<file path="config.mk">
export PLATFORM = sky130hd
export DESIGN_NAME = indexed_priority_queue_core
export DESIGN_NICKNAME = d
export VERILOG_FILES = /design/src/sv/ipq_pkg.sv /design/src/sv/indexed_priority_queue_core.sv
export SDC_FILE = /design/constraint.sdc
export NUM_CORES = 2
export LEC_CHECK = 0
export BUFFER_PORTS_ARGS = -buffer_cell sky130_fd_sc_hd__buf_2
export CAP_MARGIN = 20
export CELL_PAD_IN_SITES_DETAIL_PLACEMENT = 1
export CELL_PAD_IN_SITES_GLOBAL_PLACEMENT = 1
export CORE_ASPECT_RATIO = 0.8
export CORE_MARGIN = 5
export CORE_UTILIZATION = 40
export DETAILED_ROUTE_END_ITERATION = 8
export GPL_ROUTABILITY_DRIVEN = 0
export PLACE_DENSITY = 0.66
export REMOVE_ABC_BUFFERS = 1
export SYNTH_ARGS = -nofsm -noshare
export SYNTH_HDL_FRONTEND = slang
export SYNTH_SLANG_ARGS = --single-unit
</file>
<file path="constraint.sdc">
create_clock -name i_clk -period 4 [get_ports i_clk]
set_input_delay 0.6 -clock i_clk [delete_from_list [all_inputs] [get_ports i_clk]]
set_output_delay 0.6 -clock i_clk [all_outputs]
set_load 0.03 [all_outputs]
</file>
<file path="src/sv/ipq_pkg.sv">
// ----------------------------------------------------------------------------
// ipq_pkg
// Shared types and operation codes of the indexed priority queue.
// ----------------------------------------------------------------------------
package ipq_pkg;

    localparam int unsigned OP_W   = 3;
    localparam int unsigned ID_W   = 6;
    localparam int unsigned PRIO_W = 32;
    localparam int unsigned CNT_W  = 7;

    localparam logic [OP_W-1:0] OP_INSERT = 3'd0;
    localparam logic [OP_W-1:0] OP_RAISE  = 3'd1;
    localparam logic [OP_W-1:0] OP_LOWER  = 3'd2;
    localparam logic [OP_W-1:0] OP_POP    = 3'd3;
    localparam logic [OP_W-1:0] OP_QUERY  = 3'd4;

    typedef logic signed [PRIO_W-1:0] t_prio;

    // Input item: op | entry_id | priority_in, packed from the lowest bit up
    typedef struct packed {
        t_prio           priority_in;
        logic [ID_W-1:0] entry_id;
        logic [OP_W-1:0] op;
    } t_in_item;

    // Result item: ok | id_out | priority_out | count_out
    typedef struct packed {
        logic [CNT_W-1:0] count_out;
        t_prio            priority_out;
        logic [ID_W-1:0]  id_out;
        logic             ok;
    } t_out_item;

endpackage

</file>
<file path="src/sv/indexed_priority_queue_core.sv">
// ----------------------------------------------------------------------------
// indexed_priority_queue_core
// Max priority queue indexed by entry id, held as a sorted id list in memory.
// ----------------------------------------------------------------------------
// Usage:
//   Slave channel (s_axis_*) carries one operation per item: op in bits
//   [2:0], entry_id in [8:3], priority_in in [40:9]. Master channel
//   (m_axis_*) returns one result per item: ok [0], id_out [6:1],
//   priority_out [38:7], count_out [45:39].
//   One item is worked on at a time. The ordered id list lives in one
//   memory and the priority table in a second, both with a registered read,
//   so walking the list reads and then compares each visited entry, and
//   shifting it moves one entry per step. The next item can be accepted in
//   the cycle after the result loads. The result sits in an output register;
//   the next item is accepted as soon as the previous work is finished,
//   even while that result still waits to be taken, but the register must
//   drain before a new one loads. Reset clears the present bits and the
//   entry count; the memories need no clearing since their contents are
//   only used below the count or for present ids.
// ----------------------------------------------------------------------------
module indexed_priority_queue_core #(
    parameter int unsigned MAX_ENTRIES = 64
) (
    input  logic        i_clk,
    input  logic        i_rst_n,
    input  logic        s_axis_tvalid,
    output logic        s_axis_tready,
    input  logic [47:0] s_axis_tdata,   // op[2:0], entry_id[8:3], priority_in[40:9]
    output logic        m_axis_tvalid,
    input  logic        m_axis_tready,
    output logic [47:0] m_axis_tdata    // ok[0], id_out[6:1], priority_out[38:7],
                                        // count_out[45:39]
);
    import ipq_pkg::*;

    localparam int unsigned AW = (MAX_ENTRIES > 1) ? $clog2(MAX_ENTRIES) : 1;
    localparam int unsigned CW = $clog2(MAX_ENTRIES + 1);

    // Sequencer codes
    localparam logic [3:0] S_IDLE  = 4'd0;
    localparam logic [3:0] S_CHECK = 4'd1;  // key of entry_id read back
    localparam logic [3:0] S_FREAD = 4'd2;  // find: order read issued
    localparam logic [3:0] S_FCMP  = 4'd3;  // find: compare order word
    localparam logic [3:0] S_UNLNK = 4'd4;  // unlink: shift down
    localparam logic [3:0] S_PREAD = 4'd5;  // place: read key of order word
    localparam logic [3:0] S_PKEY  = 4'd6;  // place: compare key
    localparam logic [3:0] S_SHIFT = 4'd7;  // place: shift up
    localparam logic [3:0] S_POPK  = 4'd8;  // pop: top id read back
    localparam logic [3:0] S_POPP  = 4'd9;  // pop: key read back
    localparam logic [3:0] S_DONE  = 4'd10;
    localparam logic [3:0] S_UREAD = 4'd11; // unlink read wait

    // Memories
    logic [ID_W-1:0] order_mem [MAX_ENTRIES];
    t_prio           key_mem   [MAX_ENTRIES];
    logic [ID_W-1:0] r_order_q;
    t_prio           r_key_q;
    logic [AW-1:0]   ord_raddr, ord_waddr, key_raddr;
    logic            ord_we, key_we;
    logic [ID_W-1:0] ord_wdata;
    t_prio           key_wdata;
    logic [AW-1:0]   key_waddr;

    always_ff @(posedge i_clk) begin
        if (ord_we) begin
            order_mem[ord_waddr] <= ord_wdata;
        end
        r_order_q <= order_mem[ord_raddr];
    end

    always_ff @(posedge i_clk) begin
        if (key_we) begin
            key_mem[key_waddr] <= key_wdata;
        end
        r_key_q <= key_mem[key_raddr];
    end

    // Control state
    logic [3:0]             r_state;
    logic [MAX_ENTRIES-1:0] r_present;
    logic [CW-1:0]          r_count;
    logic [CW-1:0]          r_pos;      // walk index
    logic [CW-1:0]          r_lim;      // place: insertion point
    t_in_item               r_in;
    logic                   r_valid_id;
    logic                   r_ok;       // operation succeeded
    logic [ID_W-1:0]        r_hold;     // id of the popped top entry
    logic                   r_m_valid;
    t_out_item              r_m_data;
    t_out_item              n_res;
    logic                   res_load;
    logic                   walk_more;

    logic [AW-1:0] id_idx;
    assign id_idx = AW'(r_in.entry_id);

    // Place walk goes on while the stored key is not strictly lower
    assign walk_more = (r_pos < r_count) && (r_key_q >= r_in.priority_in);

    assign s_axis_tready = (r_state == S_IDLE);
    assign m_axis_tvalid = r_m_valid;
    assign m_axis_tdata  = {2'b00, r_m_data};

    // Memory port control
    always_comb begin
        ord_raddr = r_pos[AW-1:0];
        key_raddr = id_idx;
        ord_we    = 1'b0;
        ord_waddr = r_pos[AW-1:0];
        ord_wdata = r_hold;
        key_we    = 1'b0;
        key_waddr = id_idx;
        key_wdata = r_in.priority_in;
        case (r_state)
            S_IDLE:  key_raddr = AW'(s_axis_tdata[8:3]);
            S_PREAD: key_raddr = AW'(r_order_q);
            S_POPK:  key_raddr = AW'(r_order_q);
            S_PKEY: begin
                // next list word, or the last one ahead of the shift
                ord_raddr = walk_more ? AW'(r_pos + CW'(1)) : AW'(r_count - CW'(1));
            end
            S_UREAD: begin
                // head word for the place walk once the unlink is over
                if (r_pos >= r_count) begin
                    ord_raddr = '0;
                end
            end
            S_UNLNK: begin
                ord_we    = 1'b1;
                ord_waddr = AW'(r_pos - CW'(1));
                ord_wdata = r_order_q;
            end
            S_SHIFT: begin
                ord_we    = 1'b1;
                ord_waddr = r_pos[AW-1:0];
                ord_wdata = (r_pos == r_lim) ? r_in.entry_id : r_order_q;
                ord_raddr = AW'(r_pos - CW'(2));
                key_we    = (r_pos == r_lim);
            end
            default: ;
        endcase
    end

    // Sequencer
    always_ff @(posedge i_clk) begin
        if (!i_rst_n) begin
            r_state   <= S_IDLE;
            r_present <= '0;
            r_count   <= '0;
            r_m_valid <= 1'b0;
        end else begin
            if (res_load) begin
                r_m_valid <= 1'b1;
                r_m_data  <= n_res;
            end else if (r_m_valid && m_axis_tready) begin
                r_m_valid <= 1'b0;
            end
            case (r_state)
                S_IDLE: begin
                    if (s_axis_tvalid) begin
                        r_in       <= t_in_item'(s_axis_tdata[40:0]);
                        r_valid_id <= (32'(s_axis_tdata[8:3]) < MAX_ENTRIES);
                        r_ok       <= 1'b0;
                        r_pos      <= '0;
                        r_state    <= S_CHECK;
                    end
                end
                S_CHECK: begin
                    r_pos <= '0;
                    case (r_in.op)
                        OP_INSERT: begin
                            if (r_valid_id && !r_present[id_idx]) begin
                                r_present[id_idx] <= 1'b1;
                                r_state <= (r_count == '0) ? S_PKEY : S_PREAD;
                            end else begin
                                r_state <= S_DONE;
                            end
                        end
                        OP_RAISE, OP_LOWER: begin
                            if (r_valid_id && r_present[id_idx] &&
                                ((r_in.op == OP_RAISE) ? (r_in.priority_in > r_key_q)
                                                       : (r_in.priority_in < r_key_q))) begin
                                r_state <= S_FREAD;
                            end else begin
                                r_state <= S_DONE;
                            end
                        end
                        OP_POP: begin
                            r_state <= (r_count == '0) ? S_DONE : S_POPK;
                        end
                        OP_QUERY: begin
                            r_ok    <= r_valid_id && r_present[id_idx];
                            r_state <= S_DONE;
                        end
                        default: r_state <= S_DONE;
                    endcase
                end
                S_FREAD: r_state <= S_FCMP;
                S_FCMP: begin
                    if (r_order_q == r_in.entry_id) begin
                        r_pos   <= r_pos + CW'(1);
                        r_state <= S_UREAD;
                    end else begin
                        r_pos   <= r_pos + CW'(1);
                        r_state <= S_FREAD;
                    end
                end
                S_UREAD: begin
                    if (r_pos >= r_count) begin
                        r_count <= r_count - CW'(1);
                        r_pos   <= '0;
                        if (r_in.op == OP_POP) begin
                            r_state <= S_DONE;
                        end else begin
                            r_state <= (r_count == CW'(1)) ? S_PKEY : S_PREAD;
                        end
                    end else begin
                        r_state <= S_UNLNK;
                    end
                end
                S_UNLNK: begin
                    r_pos   <= r_pos + CW'(1);
                    r_state <= S_UREAD;
                end
                S_PREAD: r_state <= S_PKEY;
                S_PKEY: begin
                    if (walk_more) begin
                        r_pos   <= r_pos + CW'(1);
                        r_state <= S_PREAD;
                    end else begin
                        r_lim   <= r_pos;
                        r_pos   <= r_count;
                        r_state <= S_SHIFT;
                    end
                end
                S_SHIFT: begin
                    if (r_pos == r_lim) begin
                        r_count <= r_count + CW'(1);
                        r_ok    <= 1'b1;
                        r_state <= S_DONE;
                    end else begin
                        r_pos <= r_pos - CW'(1);
                    end
                end
                S_POPK: begin
                    r_hold  <= r_order_q;
                    r_state <= S_POPP;
                end
                S_POPP: begin
                    r_present[AW'(r_hold)] <= 1'b0;
                    r_in.priority_in <= r_key_q;
                    r_ok    <= 1'b1;
                    r_pos   <= CW'(1);
                    r_state <= S_UREAD;
                end
                S_DONE: begin
                    if (!r_m_valid || m_axis_tready) begin
                        r_state <= S_IDLE;
                    end
                end
                default: r_state <= S_IDLE;
            endcase
        end
    end

    // Result formation
    always_comb begin
        res_load = (r_state == S_DONE) && (!r_m_valid || m_axis_tready);
        n_res.count_out    = 7'(r_count);
        n_res.id_out       = r_in.entry_id;
        n_res.priority_out = '0;
        n_res.ok           = r_ok;
        case (r_in.op)
            OP_POP: begin
                if (r_ok) begin
                    n_res.id_out       = r_hold;
                    n_res.priority_out = r_in.priority_in;
                end
            end
            OP_QUERY: begin
                if (r_ok) begin
                    n_res.priority_out = r_key_q;
                end
            end
            default: ;
        endcase
    end

    // Assertions
    a_count_range: assert property (@(posedge i_clk) disable iff (!i_rst_n)
        r_count <= CW'(MAX_ENTRIES)) else $error("count overflow");
    a_count_pop: assert property (@(posedge i_clk) disable iff (!i_rst_n)
        (r_state == S_POPK) |-> (r_count != '0)) else $error("pop on empty");
    a_busy: assert property (@(posedge i_clk) disable iff (!i_rst_n)
        (r_state != S_IDLE) |-> !s_axis_tready) else $error("ready while busy");

endmodule
</file>
==> impl_metrics.json <==
{
  "status": "finished, violations left",
  "violations": "negative setup slack",
  "die_y_um": 474,
  "maxCapViolCount": 0,
  "r2r_start": "key_wdata[21]",
  "ir_drop_mv": 0.473,
  "critPathMaxStageDelay_ps": 530,
  "hold_violations": 0,
  "htree_levels": 5,
  "overflow": 0,
  "reg2reg_slack_ps": -360,
  "power_density_nw_per_um2": 794,
  "timing.final.crit_share": 1.09,
  "viasPerCell": 5.95,
  "slew_violations": 0,
  "grt_pass1_vias": 75227,
  "worst-slew-pin-transition_ps": 996,
  "start_util": 0.402,
  "cp.required_ps": 4700,
  "die_area_um2": 280000,
  "core_region_area_um2": 268000,
  "port_buffers": 92,
  "ys_ff_latch": 2654,
  "ctsRootBufferMaster": "clkbuf_16",
  "synth_area_leader_cell": "edfxtp_1",
  "dp_hpwl_um": 208000,
  "setup_viol": 6,
  "synth.yosys.warnings": 0,
  "ys_types": 89,
  "synth_top_flop_cell": "edfxtp_1",
  "netlist_instances": 8116,
  "ys_seq_area_frac": 0.729,
  "multi_input_area_um2": 27700,
  "min_path_type": "in2reg",
  "drc": 0,
  "rsz0062_at_grt": "yes",
  "grt_usage": 0.249,
  "final_cell_mix": "edfxtp_1, nand2_1, nand3_1, buf_4, a311oi_1",
  "maxSlewHeadroom": 0.336,
  "layout.nets": 8742,
  "power_mw": 102,
  "cp-start-kind": "flop",
  "hold_start": "s_axis_tdata[30]",
  "cts_tree": "yes",
  "io_pins": 102,
  "drive_gt1_frac": 0.161,
  "fmax_mhz": 229,
  "fin_skew_ps": 41.9,
  "num_rows": 170,
  "syn_area_per_cell_um2": 13.3,
  "hold_slack_ps": 67.7,
  "path_max_fanout": 7,
  "min_delay_worst_endpoint": "key_wdata[21]",
  "antenna_found_initial": 20,
  "holdPathStages": 3,
  "period_needed_ps": 4360,
  "cts_sinks": 2654,
  "fillers": 26696,
  "ys_async_sr_fraction": 0,
  "final_common_cell": "edfxtp_1",
  "reg2reg_depth": 18,
  "grt_max_degree": 85,
  "p_leak_nw": 42.8,
  "first_iter_violations": 9401,
  "vias": 74193,
  "rr_endpoint": "r_order_q[5]",
  "crit_arrival_ps": 5070,
  "seqCellArea_um2": 78600,
  "path_cells": "ha_4, nand4_1, buf_6, or4_4, o21ai_2, a21o_4, nor4bb_4, buf_12, mux2i_4, and2_4, buf_12, buf_12, buf_4, buf_6, a221o_1, nand4_1, a32oi_4, a311oi_2",
  "path_clk_slew_ps": 60,
  "die_w_um": 590,
  "syn_area_um2": 108000,
  "yosys.area.top_type_share": 0.708,
  "worst_path_most_repeated_cell": "buf_12",
  "antenna_left": 0,
  "synth_edf_count": 2540,
  "insertion_delay_ps": 870,
  "setup_ws_ps": -363,
  "cp-end-kind": "flop",
  "wl_per_cell_um": 28.7,
  "critical_path_class": "reg2reg",
  "ctsLongestPathBuffers": 4,
  "worst_path_max_delay_cell": "or4_4",
  "synthTopCellsByArea": "edfxtp_1, nand2_1, a311oi_1",
  "grt_pass1_wl_um": 519000,
  "first_pass_iters": 6,
  "wirelength_um": 358000,
  "area.growth.synth_to_final_pct": 19.0,
  "cts_made_buffers": 287
}
sequential cells by signal, summed over array words and instances, names as in the netlist, 7 cells and up:
| name | flops |
|---|---|
| key_mem | 2048 |
| key_wdata | 32 |
| m_axis_tdata | 46 |
| order_mem | 384 |
| r_count | 7 |
| r_key_q | 32 |
| r_lim | 7 |
| r_pos | 7 |
| r_present | 64 |
Yosys cell counts, drive strengths merged, types with 12 or more instances:
library cell and instances:
nor3 80, a21oi 275, xor2 20, a32oi 16
a211oi 304, and3 36, a31oi 106, nand2b 17
buf 128, nand2 1818, dfxtp 114, clkbuf 458
a311oi 457, mux4 12, a22o 43, and2 276
inv 57, xnor2 17, nor2b 13, mux2 17
nand4 23, nand3 608, a22oi 40, o21ai 135
mux2i 53, ha 48, edfxtp 2540, nor2 255
per-layer routing:
metal  global-route usage  vias to the layer above  wire length (um)
li1                     -                    31773                 -
met1                0.355                    38624            152000
met2                0.389                     3174            165000
met3               0.0386                      618             29300
met4               0.0848                        4             12400
met5                    0                        -                23
kinds of logic (layout without fill, tap and decap cells):
| kind of cell | count (synthesis) | after routing | synth area share |
|---|---|---|---|
| DFF | 2654 | 2654 | 0.729 |
| and+or+nand+nor | 3174 | 3175 | 0.130 |
| xor gates and xnor gates | 37 | 37 | 0.00301 |
| buffers and inverters | 644 | 1384 | 0.0244 |
| AOI/OAI and AO/OA | 1476 | 1476 | 0.0991 |
| adders and majority gates | 48 | 48 | 0.00557 |
| other | 1 | 7 | 0.0000348 |
| muxes | 82 | 82 | 0.00932 |
area by class of cell:
cell class / count / share of cell area
clock inverters: 137 / 0.00959
well taps: 3612 / 0.0352
flip-flops and latches: 2654 / 0.612
clock buffers: 368 / 0.0608
diodes: 5 / 0.0000975
multi-input cells: 4820 / 0.216
inverters: 58 / 0.00170
repair buffers: 821 / 0.0642
per-stage QoR:
step	worst slack, ps	utilization	cells	instance area, um2	TNS [ps]
after floorplan	-46370	-	7531	105000	-1502230
after global placement	-811	0.441	11924	118000	-4910
after detailed placement	-923	0.441	11924	118000	-5530
after CTS	-332	0.477	12460	128000	-1900
after global routing	-462	0.478	12473	128000	-2600
final	-363	0.478	12475	128000	-2000
power by group:
part	total [mW]	switching (mW)	leakage (nW)	internal (mW)
Clock	26.1	10.9	4.44	15.1
Combinational	43.7	28.4	14.6	15.3
Sequential	32.1	0.335	23.8	31.8
repair_timing:
item / CTS / global route
hold buffers: 9 / 0
pin swaps: 28 / 40
cloned: 4 / 2
resized for setup: 71 / 56
setup buffers: 20 / 11
hold endpoints to repair: 9 / 0
setup endpoints to repair: 12 / 30
how the worst max path moves through the flow:
| stage | start | end | slack (ps) | cells after the start |
|---|---|---|---|---|
| 6_report | key_wdata[21] | r_order_q[5] | -360 | 18 |
| 5_1_grt | key_wdata[21] | r_order_q[1] | -460 | 18 |
| 4_1_cts | key_wdata[23] | r_order_q[3] | -330 | 19 |
| 3_5_place_dp | key_wdata[23] | r_order_q[2] | -920 | 17 |
| 3_3_place_gp | r_key_q[23] | r_order_q[1] | -810 | 18 |
| 2_1_floorplan | r_state[2] | r_key_q[10] | -46370 | 12 |
critical path, delay by kind of cell (launching register included):
family	cells	cell delay, ps
mux	1	310
simple gates	5	1390
flops	1	440
fa+ha+maj	1	300
compound gates	5	900
buf+inv	6	830
No activity file was read; power rests on OpenSTA's default activity.
